`src/tedsc_pkg.sv`:
```
// ============================================================================
// tedsc_pkg
// Shared types, constants and helpers for the text entity decoder with
// whitespace collapsing: item structs, entity tables, controller encodings.
// ============================================================================
package tedsc_pkg;

    localparam int CHAR_W              = 8;
    localparam int LEN_W               = 10;
    localparam int LOOKAHEAD_DEPTH_DEF = 5;
    localparam int NUM_ENT             = 4;
    localparam int ENT_MAX_LEN         = 6;

    localparam logic [LEN_W-1:0] MAX_OUTPUT_CHARS_RST = 10'd767;

    localparam logic [CHAR_W-1:0] CHAR_NUL   = 8'h00;
    localparam logic [CHAR_W-1:0] CHAR_TAB   = 8'h09;
    localparam logic [CHAR_W-1:0] CHAR_LF    = 8'h0A;
    localparam logic [CHAR_W-1:0] CHAR_CR    = 8'h0D;
    localparam logic [CHAR_W-1:0] CHAR_SPACE = 8'h20;
    localparam logic [CHAR_W-1:0] CHAR_AMP   = 8'h26;
    localparam logic [CHAR_W-1:0] CHAR_UC_A  = 8'h41;
    localparam logic [CHAR_W-1:0] CHAR_UC_Z  = 8'h5A;
    localparam logic [CHAR_W-1:0] CASE_DIFF  = 8'h20;

    // Entity spellings, lower case, padded with NUL
    localparam logic [CHAR_W-1:0] ENT_TEXT [NUM_ENT][ENT_MAX_LEN] = '{
        '{"&", "l", "t", ";", CHAR_NUL, CHAR_NUL},
        '{"&", "g", "t", ";", CHAR_NUL, CHAR_NUL},
        '{"&", "a", "m", "p", ";",      CHAR_NUL},
        '{"&", "n", "b", "s", "p",      ";"}
    };
    localparam logic [2:0] ENT_LEN [NUM_ENT] = '{3'd4, 3'd4, 3'd5, 3'd6};
    localparam logic [CHAR_W-1:0] ENT_VAL [NUM_ENT] = '{"<", ">", "&", CHAR_SPACE};

    typedef struct packed {
        logic [CHAR_W-1:0] in_char;
        logic              end_of_run;
    } in_item_t;

    typedef struct packed {
        logic [CHAR_W-1:0] out_char;
        logic              is_end;
        logic [LEN_W-1:0]  run_length;
        logic              last;
    } out_item_t;

    typedef enum logic [2:0] {
        ST_IDLE,
        ST_TAKE,
        ST_PUT,
        ST_FLUSH,
        ST_FRESH,
        ST_END_EMIT,
        ST_FINISH
    } ctl_state_t;

    // Character source for a put step
    typedef enum logic [1:0] {
        SRC_BYTE,
        SRC_ENT,
        SRC_HELD
    } put_src_t;

    // What follows a replay of held bytes
    typedef enum logic [1:0] {
        FL_TAKE_CHK,
        FL_TAKE_NOCHK,
        FL_END
    } flush_mode_t;

    typedef struct packed {
        logic     load;
        logic     hold_amp;
        logic     append;
        logic     latch_ent;
        logic     put_en;
        put_src_t put_src;
        logic     flush_clear;
        logic     emit_end;
        logic     finish;
    } ctl_cmd_t;

    typedef struct packed {
        logic go;
        logic full;
        logic end_flag;
        logic count_zero;
        logic is_amp;
        logic match;
        logic match_full;
        logic at_depth;
        logic flush_done;
        logic put_done;
    } ctl_status_t;

    function automatic logic [CHAR_W-1:0] fold_case(input logic [CHAR_W-1:0] c);
        return (c >= CHAR_UC_A && c <= CHAR_UC_Z) ? c + CASE_DIFF : c;
    endfunction

    function automatic logic is_white(input logic [CHAR_W-1:0] c);
        return c == CHAR_SPACE || c == CHAR_TAB || c == CHAR_CR || c == CHAR_LF;
    endfunction

    // Entity character at a position, NUL past the table
    function automatic logic [CHAR_W-1:0] ent_char(input int k, input int pos);
        return (pos < ENT_MAX_LEN) ? ENT_TEXT[k][pos] : CHAR_NUL;
    endfunction

endpackage

```
`src/tedsc_ctrl.sv`:
```
// ============================================================================
// tedsc_ctrl
// Sequencer for the decoder: walks one input byte through entity matching,
// replay of held bytes, character output and end-of-run reporting.
// ============================================================================
module tedsc_ctrl (
    input  logic                   aclk,
    input  logic                   aresetn,
    input  logic                   s_valid,
    output logic                   s_ready,
    input  tedsc_pkg::ctl_status_t status,
    output tedsc_pkg::ctl_cmd_t    cmd
);
    import tedsc_pkg::*;

    ctl_state_t  state_reg, state_next;
    flush_mode_t mode_reg,  mode_next;
    put_src_t    src_reg,   src_next;
    logic        to_end;

    // State registers
    always_ff @(posedge aclk) begin
        if (!aresetn) begin
            state_reg <= ST_IDLE;
            mode_reg  <= FL_TAKE_CHK;
            src_reg   <= SRC_BYTE;
        end else begin
            state_reg <= state_next;
            mode_reg  <= mode_next;
            src_reg   <= src_next;
        end
    end

    // Next state
    always_comb begin
        state_next = state_reg;
        mode_next  = mode_reg;
        src_next   = src_reg;
        to_end     = 1'b0;
        case (state_reg)
            ST_IDLE: begin
                if (s_valid) state_next = ST_TAKE;
            end
            ST_TAKE: begin
                if (status.go) begin
                    if (status.full) begin
                        to_end = 1'b1;
                    end else if (status.count_zero) begin
                        if (status.is_amp) begin
                            to_end = 1'b1;
                        end else begin
                            state_next = ST_PUT;
                            src_next   = SRC_BYTE;
                        end
                    end else if (status.match && status.match_full) begin
                        state_next = ST_PUT;
                        src_next   = SRC_ENT;
                    end else if (status.match && !status.at_depth) begin
                        to_end = 1'b1;
                    end else begin
                        state_next = ST_FLUSH;
                        mode_next  = status.match ? FL_TAKE_NOCHK : FL_TAKE_CHK;
                    end
                end
            end
            ST_PUT: begin
                if (status.go && status.put_done) to_end = 1'b1;
            end
            ST_FLUSH: begin
                if (status.go && status.flush_done) begin
                    state_next = (mode_reg == FL_END) ? ST_END_EMIT : ST_FRESH;
                end
            end
            ST_FRESH: begin
                if (status.go) begin
                    if ((mode_reg == FL_TAKE_CHK && status.full) || status.is_amp) begin
                        to_end = 1'b1;
                    end else begin
                        state_next = ST_PUT;
                        src_next   = SRC_BYTE;
                    end
                end
            end
            ST_END_EMIT: begin
                if (status.go) state_next = ST_FINISH;
            end
            ST_FINISH: begin
                if (status.go) state_next = s_valid ? ST_TAKE : ST_IDLE;
            end
            default: begin
                state_next = ST_IDLE;
            end
        endcase
        // Item work done: replay held bytes and report, or wrap up
        if (to_end) begin
            if (status.end_flag) begin
                state_next = ST_FLUSH;
                mode_next  = FL_END;
            end else begin
                state_next = ST_FINISH;
            end
        end
    end

    // Commands
    always_comb begin
        cmd         = '0;
        cmd.put_src = src_reg;
        s_ready     = 1'b0;
        case (state_reg)
            ST_IDLE: begin
                s_ready = 1'b1;
            end
            ST_TAKE: begin
                if (!status.full) begin
                    if (status.count_zero) begin
                        cmd.hold_amp = status.is_amp;
                    end else if (status.match && status.match_full) begin
                        cmd.latch_ent = 1'b1;
                    end else if (status.match && !status.at_depth) begin
                        cmd.append = 1'b1;
                    end
                end
            end
            ST_PUT: begin
                cmd.put_en = 1'b1;
            end
            ST_FLUSH: begin
                if (status.flush_done) begin
                    cmd.flush_clear = 1'b1;
                end else begin
                    cmd.put_en  = 1'b1;
                    cmd.put_src = SRC_HELD;
                end
            end
            ST_FRESH: begin
                if (!(mode_reg == FL_TAKE_CHK && status.full)) cmd.hold_amp = status.is_amp;
            end
            ST_END_EMIT: begin
                cmd.emit_end = 1'b1;
            end
            ST_FINISH: begin
                cmd.finish = 1'b1;
                s_ready    = status.go;
            end
            default: begin
                s_ready = 1'b0;
            end
        endcase
        cmd.load = s_valid && s_ready;
    end

endmodule

```
`src/tedsc_dp.sv`:
```
// ============================================================================
// tedsc_dp
// Datapath: entity lookahead buffer and matcher, whitespace collapse and
// capacity counter, result staging and output register, config register.
// ============================================================================
module tedsc_dp #(
    parameter int LOOKAHEAD_DEPTH = tedsc_pkg::LOOKAHEAD_DEPTH_DEF
) (
    input  logic                              aclk,
    input  logic                              aresetn,
    input  tedsc_pkg::in_item_t               s_data,
    input  tedsc_pkg::ctl_cmd_t               cmd,
    output tedsc_pkg::ctl_status_t            status,
    output logic                              m_valid,
    input  logic                              m_ready,
    output tedsc_pkg::out_item_t              m_data,
    input  logic                              cfg_wr_en,
    input  logic [tedsc_pkg::LEN_W-1:0]       cfg_wr_data
);
    import tedsc_pkg::*;

    localparam int CNT_W = $clog2(LOOKAHEAD_DEPTH + 1);
    localparam int IDX_W = $clog2(LOOKAHEAD_DEPTH);

    logic [CHAR_W-1:0] byte_reg, byte_next;
    logic              end_reg, end_next;
    logic [CHAR_W-1:0] buf_reg [LOOKAHEAD_DEPTH];
    logic [CHAR_W-1:0] buf_next [LOOKAHEAD_DEPTH];
    logic [CHAR_W-1:0] ent_char_reg, ent_char_next;
    logic [CNT_W-1:0]  count_reg, count_next;
    logic [CNT_W-1:0]  idx_reg, idx_next;
    logic              sp_reg, sp_next;
    logic [LEN_W-1:0]  emitted_reg, emitted_next;
    logic [LEN_W-1:0]  max_reg, max_next;
    logic              hold_valid_reg, hold_valid_next;
    out_item_t         hold_data_reg, hold_data_next;
    logic              m_valid_reg, m_valid_next;
    out_item_t         m_data_reg, m_data_next;

    logic              go;
    logic              full;
    logic              hit, hit_full;
    logic [CHAR_W-1:0] hit_val;
    logic [CHAR_W-1:0] put_c;
    logic              put_white, need_sp, put_done, put_emits;
    logic [CHAR_W-1:0] put_out;
    logic              emit_new;
    out_item_t         new_item;

    assign go   = !hold_valid_reg || !m_valid_reg || m_ready;
    assign full = emitted_reg >= max_reg;

    // Entity matcher: held prefix plus this byte against each spelling
    always_comb begin
        logic [CNT_W:0] cnt_p1;
        logic           ok;
        cnt_p1   = {1'b0, count_reg} + (CNT_W+1)'(1);
        hit      = 1'b0;
        hit_full = 1'b0;
        hit_val  = CHAR_NUL;
        for (int k = 0; k < NUM_ENT; k++) begin
            ok = cnt_p1 <= (CNT_W+1)'(ENT_LEN[k]);
            for (int i = 0; i < LOOKAHEAD_DEPTH; i++) begin
                if (CNT_W'(i) < count_reg && fold_case(buf_reg[i]) != ent_char(k, i)) begin
                    ok = 1'b0;
                end
            end
            if (count_reg >= CNT_W'(ENT_MAX_LEN)) begin
                ok = 1'b0;
            end
            for (int j = 0; j < ENT_MAX_LEN; j++) begin
                if (count_reg == CNT_W'(j) && fold_case(byte_reg) != ent_char(k, j)) begin
                    ok = 1'b0;
                end
            end
            if (ok && !hit) begin
                hit      = 1'b1;
                hit_full = cnt_p1 == (CNT_W+1)'(ENT_LEN[k]);
                hit_val  = ENT_VAL[k];
            end
        end
    end

    // One put step: collapsed space first, then the character
    always_comb begin
        case (cmd.put_src)
            SRC_BYTE: put_c = byte_reg;
            SRC_ENT:  put_c = ent_char_reg;
            SRC_HELD: put_c = buf_reg[idx_reg[IDX_W-1:0]];
            default:  put_c = byte_reg;
        endcase
        put_white = is_white(put_c);
        need_sp   = sp_reg && emitted_reg != '0
                    && ({1'b0, emitted_reg} + (LEN_W+1)'(1)) < {1'b0, max_reg};
        put_done  = full || put_white || !need_sp;
        put_emits = !full && !put_white;
        put_out   = need_sp ? CHAR_SPACE : put_c;
    end

    assign status.go         = go;
    assign status.full       = full;
    assign status.end_flag   = end_reg;
    assign status.count_zero = count_reg == '0;
    assign status.is_amp     = byte_reg == CHAR_AMP;
    assign status.match      = hit;
    assign status.match_full = hit_full;
    assign status.at_depth   = count_reg == CNT_W'(LOOKAHEAD_DEPTH);
    assign status.flush_done = idx_reg == count_reg;
    assign status.put_done   = put_done;

    // Next-state logic for the datapath registers
    always_comb begin
        byte_next       = byte_reg;
        end_next        = end_reg;
        buf_next        = buf_reg;
        ent_char_next   = ent_char_reg;
        count_next      = count_reg;
        idx_next        = idx_reg;
        sp_next         = sp_reg;
        emitted_next    = emitted_reg;
        max_next        = cfg_wr_en ? cfg_wr_data : max_reg;
        hold_valid_next = hold_valid_reg;
        hold_data_next  = hold_data_reg;
        m_valid_next    = m_valid_reg;
        m_data_next     = m_data_reg;

        emit_new = go && ((cmd.put_en && put_emits) || cmd.emit_end);
        new_item = '0;
        if (cmd.emit_end) begin
            new_item.is_end     = 1'b1;
            new_item.run_length = emitted_reg;
        end else begin
            new_item.out_char = put_out;
        end

        if (cmd.load) begin
            byte_next = s_data.in_char;
            end_next  = s_data.end_of_run;
        end

        if (go) begin
            if (cmd.hold_amp) begin
                buf_next[0] = byte_reg;
                count_next  = CNT_W'(1);
            end
            if (cmd.append) begin
                buf_next[count_reg[IDX_W-1:0]] = byte_reg;
                count_next = count_reg + CNT_W'(1);
            end
            if (cmd.latch_ent) begin
                ent_char_next = hit_val;
                count_next    = '0;
            end
            if (cmd.put_en) begin
                if (!full) begin
                    if (put_white) begin
                        sp_next = 1'b1;
                    end else begin
                        sp_next      = 1'b0;
                        emitted_next = emitted_reg + LEN_W'(1);
                    end
                end
                if (put_done && cmd.put_src == SRC_HELD) idx_next = idx_reg + CNT_W'(1);
            end
            if (cmd.flush_clear) begin
                count_next = '0;
                idx_next   = '0;
            end
            if (cmd.emit_end) begin
                count_next   = '0;
                sp_next      = 1'b0;
                emitted_next = '0;
            end
        end

        // Staging: a result waits in the hold slot until the next one shows
        // whether it was the last of its item
        if (m_ready) begin
            m_valid_next = 1'b0;
        end
        if (emit_new) begin
            if (hold_valid_reg) begin
                m_valid_next = 1'b1;
                m_data_next  = hold_data_reg;
            end
            hold_valid_next = 1'b1;
            hold_data_next  = new_item;
        end else if (go && cmd.finish && hold_valid_reg) begin
            m_valid_next     = 1'b1;
            m_data_next      = hold_data_reg;
            m_data_next.last = 1'b1;
            hold_valid_next  = 1'b0;
        end
    end

    // Control registers
    always_ff @(posedge aclk) begin
        if (!aresetn) begin
            count_reg      <= '0;
            idx_reg        <= '0;
            sp_reg         <= 1'b0;
            emitted_reg    <= '0;
            max_reg        <= MAX_OUTPUT_CHARS_RST;
            hold_valid_reg <= 1'b0;
            m_valid_reg    <= 1'b0;
        end else begin
            count_reg      <= count_next;
            idx_reg        <= idx_next;
            sp_reg         <= sp_next;
            emitted_reg    <= emitted_next;
            max_reg        <= max_next;
            hold_valid_reg <= hold_valid_next;
            m_valid_reg    <= m_valid_next;
        end
    end

    // Payload registers
    always_ff @(posedge aclk) begin
        byte_reg      <= byte_next;
        end_reg       <= end_next;
        buf_reg       <= buf_next;
        ent_char_reg  <= ent_char_next;
        hold_data_reg <= hold_data_next;
        m_data_reg    <= m_data_next;
    end

    assign m_valid = m_valid_reg;
    assign m_data  = m_data_reg;

`ifndef ASSERT_OFF
    // Staged result must survive while the output side stalls
    a_hold_kept: assert property (@(posedge aclk) disable iff (!aresetn)
        (hold_valid_reg && m_valid_reg && !m_ready) |=>
            (hold_valid_reg && $stable(hold_data_reg)))
        else $error("staged result lost during output stall");

    // Replay index never passes the held count, which stays within the buffer
    a_idx_range: assert property (@(posedge aclk) disable iff (!aresetn)
        (count_reg <= CNT_W'(LOOKAHEAD_DEPTH)) && (idx_reg <= count_reg))
        else $error("held count or replay index out of range");

    // End result leaves a clean run state behind
    a_run_clear: assert property (@(posedge aclk) disable iff (!aresetn)
        (go && cmd.emit_end) |=> (emitted_reg == '0 && !sp_reg && count_reg == '0))
        else $error("run state not cleared after end result");
`endif

endmodule

```
`src/text_entity_decode_space_collapse.sv`:
```
// Path: a plain byte's character goes through byte_reg, the hold slot and the
// output register to m_. A byte steps through take, replay of held bytes if any,
// put, end report at run end and finish; bytes are taken one at a time (s_ready
// only in idle or finish), and a stalled m_ side stretches every output step.
// Reset: synchronous active-low aresetn clears run state and the output
// channel and loads max_output_chars with 767; no clearing pass is needed.
// ============================================================================
// text_entity_decode_space_collapse
// Streaming text-run decoder: &lt; &gt; &amp; &nbsp; entity decoding and
// whitespace collapsing with output capacity limit and run length report.
// ============================================================================
module text_entity_decode_space_collapse #(
    parameter int LOOKAHEAD_DEPTH = tedsc_pkg::LOOKAHEAD_DEPTH_DEF
) (
    input  logic                        aclk,
    input  logic                        aresetn,
    input  logic                        s_valid,
    output logic                        s_ready,
    input  tedsc_pkg::in_item_t         s_data,
    output logic                        m_valid,
    input  logic                        m_ready,
    output tedsc_pkg::out_item_t        m_data,
    input  logic                        cfg_wr_en,
    input  logic [tedsc_pkg::LEN_W-1:0] cfg_wr_data
);
    import tedsc_pkg::*;

    ctl_cmd_t    cmd;
    ctl_status_t status;

    // Sequencer
    tedsc_ctrl u_ctrl (
        .aclk    (aclk),
        .aresetn (aresetn),
        .s_valid (s_valid),
        .s_ready (s_ready),
        .status  (status),
        .cmd     (cmd)
    );

    // Datapath
    tedsc_dp #(
        .LOOKAHEAD_DEPTH (LOOKAHEAD_DEPTH)
    ) u_dp (
        .aclk        (aclk),
        .aresetn     (aresetn),
        .s_data      (s_data),
        .cmd         (cmd),
        .status      (status),
        .m_valid     (m_valid),
        .m_ready     (m_ready),
        .m_data      (m_data),
        .cfg_wr_en   (cfg_wr_en),
        .cfg_wr_data (cfg_wr_data)
    );

endmodule

```
`config.mk`:
```
export PLATFORM = sky130hd
export DESIGN_NAME = text_entity_decode_space_collapse
export DESIGN_NICKNAME = d
export VERILOG_FILES = /design/src/tedsc_pkg.sv /design/src/tedsc_ctrl.sv /design/src/tedsc_dp.sv /design/src/text_entity_decode_space_collapse.sv
export SDC_FILE = /design/constraint.sdc
export NUM_CORES = 1
export LEC_CHECK = 0
export BUFFER_PORTS_ARGS = -buffer_cell sky130_fd_sc_hd__buf_2
export CORE_UTILIZATION = 35
export DETAILED_ROUTE_END_ITERATION = 16
export GPL_TIMING_DRIVEN = 0
export SETUP_SLACK_MARGIN = 0.5
export SLEW_MARGIN = 30
export SYNTH_ARGS = -nofsm -noshare
export SYNTH_HDL_FRONTEND = slang
export SYNTH_SLANG_ARGS = --single-unit
```
`constraint.sdc`:
```
create_clock -name aclk -period 6.03 [get_ports aclk]
set_clock_uncertainty 0.15 [all_clocks]
set_input_delay 0.3015 -clock aclk [delete_from_list [all_inputs] [get_ports aclk]]
set_output_delay 0.3015 -clock aclk [all_outputs]
set_load 0.01 [all_outputs]
```
======== Word level (Yosys, flattened, before mapping) ========
Cells that the tools add are included.
word-level totals
  bits in registers ....................... 130
  output and inout bits ................... 22
  logic and storage cells ................. 389
cells by class
  add/subtract/negate cells ............... 11
  magnitude comparators ................... 26
  equal/unequal tests ..................... 67
  multiplexer cells ....................... 159
  bitwise operators ....................... 2
  reduce and logical (&&, ||, !) cells .... 96
operator list
  cell                   count
  $ne A8 B7 Y1 const B   19
  $mux W8                11
  $mux W1                83
  $mux W3                26
  $mux W20               3
  $logic_and A1 B1 Y1    54
  $add A8 B6 Y8 const B  6
  $ge A8 B7 Y1 const B   6
  $le A8 B7 Y1 const B   6
  $bwmux W40             1
  $mux W10               4
  $mux W40               1
  $ne A8 B6 Y1 const B   5
  $mux W2                17
  $bmux W8 S3            1
  $demux W8 S3           1
  $eq A8 B4 Y1 const B   3
  $pmux W3 S7            1
  $eq A8 B6 Y1 const B   2
  $pmux W8 S2            1
  $reduce_bool A8 Y1     2
  $eq A3 B3 Y1 const B   5
  $ne A3 B1 Y1 const B   5
  $eq A3 B2 Y1 const B   4
  other kinds (45)       94

======== Longest topological paths before layout ========
  depth in word-level cells ............... 38
  gate-level depth with buffers ........... 18
  depth with buffers taken out ............ 16

======== Hierarchy ========
A second synthesis with hierarchy kept.
second synthesis, totals
  cells, all modules ...................... 718
  area, all modules ....................... 7,359.6 um^2
modules (own cells, without submodules)
  module      times used  cells each  area an instance (um^2)  seq. area each (um^2)
  tedsc_dp    1           622         6,607.6                  3,343.2
  tedsc_ctrl  1           96          752.0                    120.1

======== Worst setup path before layout ========
Ideal clock, no wire load.
  kind .................................... register -> register
  from .................................... register u_dp.count_reg[2]
  to ...................................... register u_dp.m_data_reg, in the netlist u_dp.m_data[0] (enable)
  arrival ................................. 4.597 ns
  required time ........................... 5.450 ns
  path slack .............................. 0.852 ns
  cell stages (with the launch flop) ...... 16
  path buffers ............................ 3
  clock period less this slack ............ 5.178 ns
  path through ............................ dfxtp_1 clkbuf_1 buf_1 xnor2_1 nand3_1 nand3_1 and2_1 ha_1 clkbuf_1 nor2_1 a221oi_1 nor2_1 nand3_1 a31o_2 o21ai_1 a21boi_0
between the ends
  word-level cells in the longest chain between the ends .. 16
RTL lines
  item                                                          RTL line           RTL
  start, declared                                               tedsc_dp.sv:30     logic [CNT_W-1:0] count_reg, count_next;
  start signal, assigned                                        tedsc_dp.sv:207    count_reg <= count_next;
  $eq A3 B3 Y1 *                                                tedsc_dp.sv:108    assign status.flush_done = idx_reg == count_reg;
  $mux W3 *                                                     tedsc_ctrl.sv:129  if (status.flush_done) begin
  $mux W3                                                       tedsc_ctrl.sv:110  case (state_reg)
  $eq A2 B2 Y1 or $eq A2 B1 Y1 (tied branches)                  tedsc_dp.sv:86     case (cmd.put_src)
  $pmux W8 S2                                                   tedsc_dp.sv:86
  $eq A8 B6 Y1 or $eq A8 B4 Y1 (tied branches)                  tedsc_pkg.sv:102   return c == CHAR_SPACE || c == CHAR_TAB || c == CHAR_CR || c == CHAR_LF;
  $logic_or A1 B1 Y1 (3 in a row)                               tedsc_pkg.sv:102
  $logic_not A1 Y1                                              tedsc_dp.sv:96     put_emits = !full && !put_white;
  $logic_and A1 B1 Y1                                           tedsc_dp.sv:96
  $logic_and A1 B1 Y1 *                                         tedsc_dp.sv:127    emit_new = go && ((cmd.put_en && put_emits) || cmd.emit_end);
  $logic_or A1 B1 Y1 *                                          tedsc_dp.sv:127
  $logic_and A1 B1 Y1 *                                         tedsc_dp.sv:127
  $ne A2 B1 Y1 (no line) or $reduce_bool A2 Y1 (tied branches)  n/a
  $reduce_and A2 Y1 (no line) *                                 n/a
  end signal, assigned                                          tedsc_dp.sv:224    m_data_reg <= m_data_next;
  end, declared                                                 tedsc_dp.sv:38     out_item_t m_data_reg, m_data_next;
Every way passes the cells marked *; elsewhere a longest branch is shown, timed or not.
A chain may end at the register's enable or synchronous reset.

==> impl_results.html <==
<table>
<tr><th>Metric</th><th>Value</th></tr>
<tr><th colspan="2">Routing</th></tr>
<tr><td>DRT Pass-1 Iters</td><td>5</td></tr>
<tr><td>Avg WL per Cell</td><td>between 15 and 20 um</td></tr>
<tr><td>Via density</td><td>about 5.5</td></tr>
<tr><td>Detailed-route via count</td><td>5704</td></tr>
<tr><td>Number of remaining DRC errors</td><td>0</td></tr>
<tr><td>Final antenna-violating net count</td><td>0</td></tr>
<tr><td>DRC violation total after the first TritonRoute iteration</td><td>454</td></tr>
<tr><td>Total wire length</td><td>18.08 mm</td></tr>
<tr><th colspan="2">Worst setup path</th></tr>
<tr><td>Reg-to-Reg Start</td><td>u_dp.count_reg[0]</td></tr>
<tr><td>Buf/Inv on CP</td><td>3</td></tr>
<tr><td>Worst EP required</td><td>6000 ps</td></tr>
<tr><td>Depth of the most critical reg-to-reg path</td><td>14</td></tr>
<tr><td>Largest delay share family, worst path</td><td>compound AO/OA/AOI/OAI gates</td></tr>
<tr><td>Max stage delay on crit path</td><td>between 500 and 600 ps</td></tr>
<tr><td>Critical Path, Cell by Cell</td><td>clkbuf_1 &gt; inv_1 &gt; ha_1 &gt; o21ai_0 &gt; a31oi_1 &gt; a2111oi_0 &gt; nand3_1 &gt; a2111oi_4 &gt; a211o_1 &gt; nand2_1 &gt; nor3_4 &gt; nand2_1 &gt; nor4b_2 &gt; buf_2</td></tr>
<tr><td>Maximum fanout encountered on the critical timing path</td><td>10</td></tr>
<tr><td>Worst path arrival time</td><td>5180 ps</td></tr>
<tr><td>Critical path capture point type</td><td>register</td></tr>
<tr><td>Critical path start-end classification</td><td>reg2reg</td></tr>
<tr><td>R2R Setup Slk</td><td>820 ps</td></tr>
<tr><td>Cell repeated most along the worst path</td><td>sky130_fd_sc_hd__nand2_1</td></tr>
<tr><td>Kind of start point of the critical path</td><td>register</td></tr>
<tr><td>Slowest-stage cell, CP</td><td>sky130_fd_sc_hd__a2111oi_4</td></tr>
<tr><th colspan="2">STA</th></tr>
<tr><td>Relative slew slack</td><td>32.36%</td></tr>
<tr><td>Fin Hold WS</td><td>88.03 ps</td></tr>
<tr><td>Number of hold violations in the final report</td><td>0</td></tr>
<tr><td>Final worst path period share</td><td>86.42%</td></tr>
<tr><td>Final min period</td><td>5211 ps</td></tr>
<tr><td>Final Max Tran Viols</td><td>0</td></tr>
<tr><td>Maximum frequency from static timing analysis</td><td>191.9 MHz</td></tr>
<tr><td>Endpoints failing setup</td><td>0</td></tr>
<tr><td>Worst-Margin Slew</td><td>~1000 ps</td></tr>
<tr><td>Minimum setup slack in the final design</td><td>about 820 ps</td></tr>
<tr><td>Setup Total Neg Slack</td><td>0 ps</td></tr>
<tr><td>Setup repair after global routing missed its margin</td><td>no</td></tr>
<tr><th colspan="2">Clock network</th></tr>
<tr><td>Maximum level of the CTS H-tree</td><td>4</td></tr>
<tr><td>CTS sink count</td><td>127</td></tr>
<tr><td>Largest buffer count on any clock path</td><td>2</td></tr>
<tr><td>Clock insertion delay at the later pin of the skew report</td><td>between 400 and 500 ps</td></tr>
<tr><td>Root buffer cell</td><td>sky130_fd_sc_hd__clkbuf_16</td></tr>
<tr><td>Total clock buffers created by CTS</td><td>17</td></tr>
<tr><td>Buffer count from post-CTS setup fixing</td><td>0</td></tr>
<tr><td>CTS tree</td><td>yes</td></tr>
<tr><td>Clk slew on worst S/H paths</td><td>60 ps</td></tr>
<tr><th colspan="2">Synth</th></tr>
<tr><td>Total of flip-flops plus latches after synthesis</td><td>127</td></tr>
<tr><td>Combined area of all synthesized cells</td><td>7186 um2</td></tr>
<tr><td>Async S/R FF share, synth</td><td>0%</td></tr>
<tr><td>Top flip-flop cell by instance count after synthesis</td><td>sky130_fd_sc_hd__edfxtp_1</td></tr>
<tr><td>Part of the Yosys area used for sequential elements</td><td>48.20%</td></tr>
<tr><td>Number of distinct library cells after synthesis</td><td>79</td></tr>
<tr><td>Post-synth EDFFs</td><td>92</td></tr>
<tr><td>Average cell area after synthesis</td><td>around 11 um2</td></tr>
<tr><td>Synthesized net count</td><td>729</td></tr>
<tr><td>Synth Warn #</td><td>0</td></tr>
<tr><td>Cells after Synth</td><td>668</td></tr>
<tr><th colspan="2">Place</th></tr>
<tr><td># port buffers</td><td>43</td></tr>
<tr><td>Weighted congestion reported at the end of routability-driven placement</td><td>0.9249</td></tr>
<tr><td>Detailed placer's ending HPWL</td><td>about 13 mm</td></tr>
<tr><td>Minimum setup slack after placement</td><td>706.9 ps</td></tr>
<tr><th colspan="2">Power</th></tr>
<tr><td>Post-layout total power</td><td>2.839 mW</td></tr>
<tr><td>Power density over the cells</td><td>331.5 nW/um2</td></tr>
<tr><td>Worst-case vdd ir drop</td><td>0.2082 mV</td></tr>
<tr><td>Leakage power</td><td>3.183 nW</td></tr>
<tr><th colspan="2">GRT</th></tr>
<tr><td>Global-route wire length before repair</td><td>between 20 and 30 mm</td></tr>
<tr><td>Number of global-route vias before repair</td><td>between 5000 and 6000</td></tr>
<tr><td>Overall track demand over capacity in global routing</td><td>between 10% and 20%</td></tr>
<tr><td>Maximum number of pins on one net before global-route repair</td><td>29</td></tr>
<tr><td>Initial antenna violation count</td><td>0</td></tr>
<tr><td>Total congestion overflow after global routing</td><td>0</td></tr>
<tr><th colspan="2">Status</th></tr>
<tr><td>Status</td><td>completed</td></tr>
<tr><th colspan="2">Floorplan</th></tr>
<tr><td>CORE AREA</td><td>just over 20000 um2</td></tr>
<tr><td>Overall die height</td><td>145.3 um</td></tr>
<tr><td>Die W</td><td>145.3 um</td></tr>
<tr><td>Total Die Area</td><td>roughly 21000 um2</td></tr>
<tr><td>Initial core utilization</td><td>35.63%</td></tr>
<tr><td>Top-Level Pins</td><td>46</td></tr>
<tr><td>Row cnt</td><td>52</td></tr>
<tr><th colspan="2">Min path</th></tr>
<tr><td>WHS Endpoint</td><td>u_dp.m_valid</td></tr>
<tr><td>Path class of the lowest-slack min-delay path</td><td>in2reg</td></tr>
<tr><td>Min-Delay Startpoint</td><td>m_ready</td></tr>
<tr><td>Worst hold path cell count</td><td>3</td></tr>
<tr><th colspan="2">Finish</th></tr>
<tr><td>Layout overhead on the synthesized area</td><td>19.19%</td></tr>
<tr><td>Sequential cell area</td><td>3463 um2</td></tr>
<tr><td>Number of inserted diodes</td><td>0</td></tr>
<tr><td>Area used by multi-input combinational logic</td><td>3513 um2</td></tr>
<tr><td>Layout filler cell count</td><td>1930</td></tr>
<tr><td>Final Net Count</td><td>813</td></tr>
<tr><td>Util after Layout</td><td>42.46%</td></tr>
<tr><td>Layout cells sized above 1</td><td>between 15 and 20%</td></tr>
<tr><th colspan="2">Job</th></tr>
<tr><td># Max-Cap Violations</td><td>0</td></tr>
</table>
## how the worst max path moves through the flow
| stage | from | to | depth (start not counted) |
|---|---|---|---|
| 5_1_grt | u_dp.count_reg[0] | register | 14 |
| 3_3_place_gp | u_dp.count_reg[2] | u_dp.m_data[4] | 15 |
| 4_1_cts | u_dp.count_reg[2] | u_dp.emitted_reg[1] | 16 |
| 3_5_place_dp | u_dp.count_reg[2] | u_dp.emitted_reg[1] | 16 |
| 6_report | u_dp.count_reg[0] | register | 14 |
| 2_1_floorplan | u_dp.count_reg[2] | u_dp.m_data[0] | 15 |
## layout by cell type, fill, tap and decap left out, types with 6 or more instances in the layout
cell and instances:
sky130_fd_sc_hd__edfxtp_1 92, sky130_fd_sc_hd__nand2_1 55, sky130_fd_sc_hd__buf_2 47, sky130_fd_sc_hd__ha_1 37, sky130_fd_sc_hd__dfxtp_1 35, sky130_fd_sc_hd__o21ai_0 34
sky130_fd_sc_hd__nor2_1 33, sky130_fd_sc_hd__inv_1 32, sky130_fd_sc_hd__nor2b_1 25, sky130_fd_sc_hd__clkbuf_1 23, sky130_fd_sc_hd__nand3_1 20, sky130_fd_sc_hd__dlygate4sd3_1 19
sky130_fd_sc_hd__nor3_1 18, sky130_fd_sc_hd__a21oi_1 17, sky130_fd_sc_hd__and2_1 17, sky130_fd_sc_hd__clkbuf_16 17, sky130_fd_sc_hd__o211ai_1 15, sky130_fd_sc_hd__xnor2_1 11
sky130_fd_sc_hd__o31ai_1 9, sky130_fd_sc_hd__mux4_2 8, sky130_fd_sc_hd__a21o_1 8, sky130_fd_sc_hd__a31oi_1 8, sky130_fd_sc_hd__a32o_1 8, sky130_fd_sc_hd__a211oi_1 7
sky130_fd_sc_hd__nor3b_1 6, sky130_fd_sc_hd__nand3b_1 6, sky130_fd_sc_hd__nand4_1 6, sky130_fd_sc_hd__o21a_1 6, sky130_fd_sc_hd__and3_1 6, sky130_fd_sc_hd__a21boi_0 6
## worst reg2reg max path, stage by stage, from the launching register on
cell                        delay [ps]
sky130_fd_sc_hd__dfxtp_1           420
sky130_fd_sc_hd__clkbuf_1          480
sky130_fd_sc_hd__inv_1             310
sky130_fd_sc_hd__ha_1              340
sky130_fd_sc_hd__o21ai_0           160
sky130_fd_sc_hd__a31oi_1            70
sky130_fd_sc_hd__a2111oi_0         470
sky130_fd_sc_hd__nand3_1           240
sky130_fd_sc_hd__a2111oi_4         540
sky130_fd_sc_hd__a211o_1           270
sky130_fd_sc_hd__nand2_1           160
sky130_fd_sc_hd__nor3_4            260
sky130_fd_sc_hd__nand2_1           270
sky130_fd_sc_hd__nor4b_2           510
sky130_fd_sc_hd__buf_2             270
## where the power goes
part | internal [mW] | total, mW | leakage, nW | switching (mW)
Combinational | 0.246 | 0.650 | 1.75 | 0.404
Clock | 0.586 | 0.998 | 0.281 | 0.413
Sequential | 1.10 | 1.19 | 1.15 | 0.0929
## cell usage after synthesis, drive strengths merged, types with 5 or more instances
master / number / area share, %
nand3: 20 / 1.4
nor4: 6 / 0.52
mux4: 8 / 2.5
nor2: 33 / 1.7
nor2b: 25 / 2.2
a21o: 8 / 0.84
a21boi: 7 / 0.73
nor3: 21 / 1.6
nor4b: 6 / 0.73
nand2: 55 / 2.9
o2111ai: 5 / 0.61
nand4: 6 / 0.52
inv: 32 / 1.7
dfxtp: 35 / 9.8
buf: 6 / 0.45
and3: 6 / 0.52
a211oi: 8 / 0.91
mux2: 6 / 0.94
nand2b: 5 / 0.44
or2: 5 / 0.44
nor3b: 6 / 0.63
o21ai: 37 / 2.6
edfxtp: 92 / 38
ha: 37 / 6.4
a32o: 8 / 1.1
o211ai: 15 / 1.6
a21oi: 18 / 1.3
o31ai: 9 / 0.94
a31oi: 9 / 0.87
nand3b: 6 / 0.63
clkbuf: 23 / 1.2
and2: 17 / 1.5
xnor2: 11 / 1.3
o21a: 6 / 0.63
## area by class of cell
cell class                 count  area share (%)
clock buffer                  19           5.172
tap                          270           3.944
sequential                   127           40.44
timing repair buffer          65           5.026
clock inverter                13           1.490
inverter                      34           1.490
multi-input combinational    478           41.02
buffer                        29           1.417
## cell families after synthesis
| logic type | after synthesis | synth area share, % |
|---|---|---|
| and+or+nand+nor | 236 | 18.02 |
| AOI/OAI and AO/OA | 173 | 18.20 |
| DFF | 127 | 48.20 |
| buffers and inverters | 63 | 3.430 |
| adders and majority gates | 37 | 6.443 |
| muxes | 18 | 4.005 |
| xor gates and xnor gates | 14 | 1.706 |
## metrics by stage
step / cells / area, um2
floorplan: 668 / 7186
global placement: 981 / 7739
detailed placement: 984 / 7794
CTS: 1035 / 8554
global route: 1035 / 8564
finish: 1035 / 8564
## timing repair
item,in CTS,in global routing
endpoints found under the hold margin,19,0
resized for setup,0,2
hold buffers,19,0
setup endpoints to repair,0,29
## per-layer routing
metal | track usage (%) | wire length [um]
met2 | 26.63 | 8070
met5 | 0 | 0
met3 | 4.182 | 1078
met4 | 7.684 | 508
met1 | 24.18 | 8425
No activity file was read; power rests on OpenSTA's default activity.
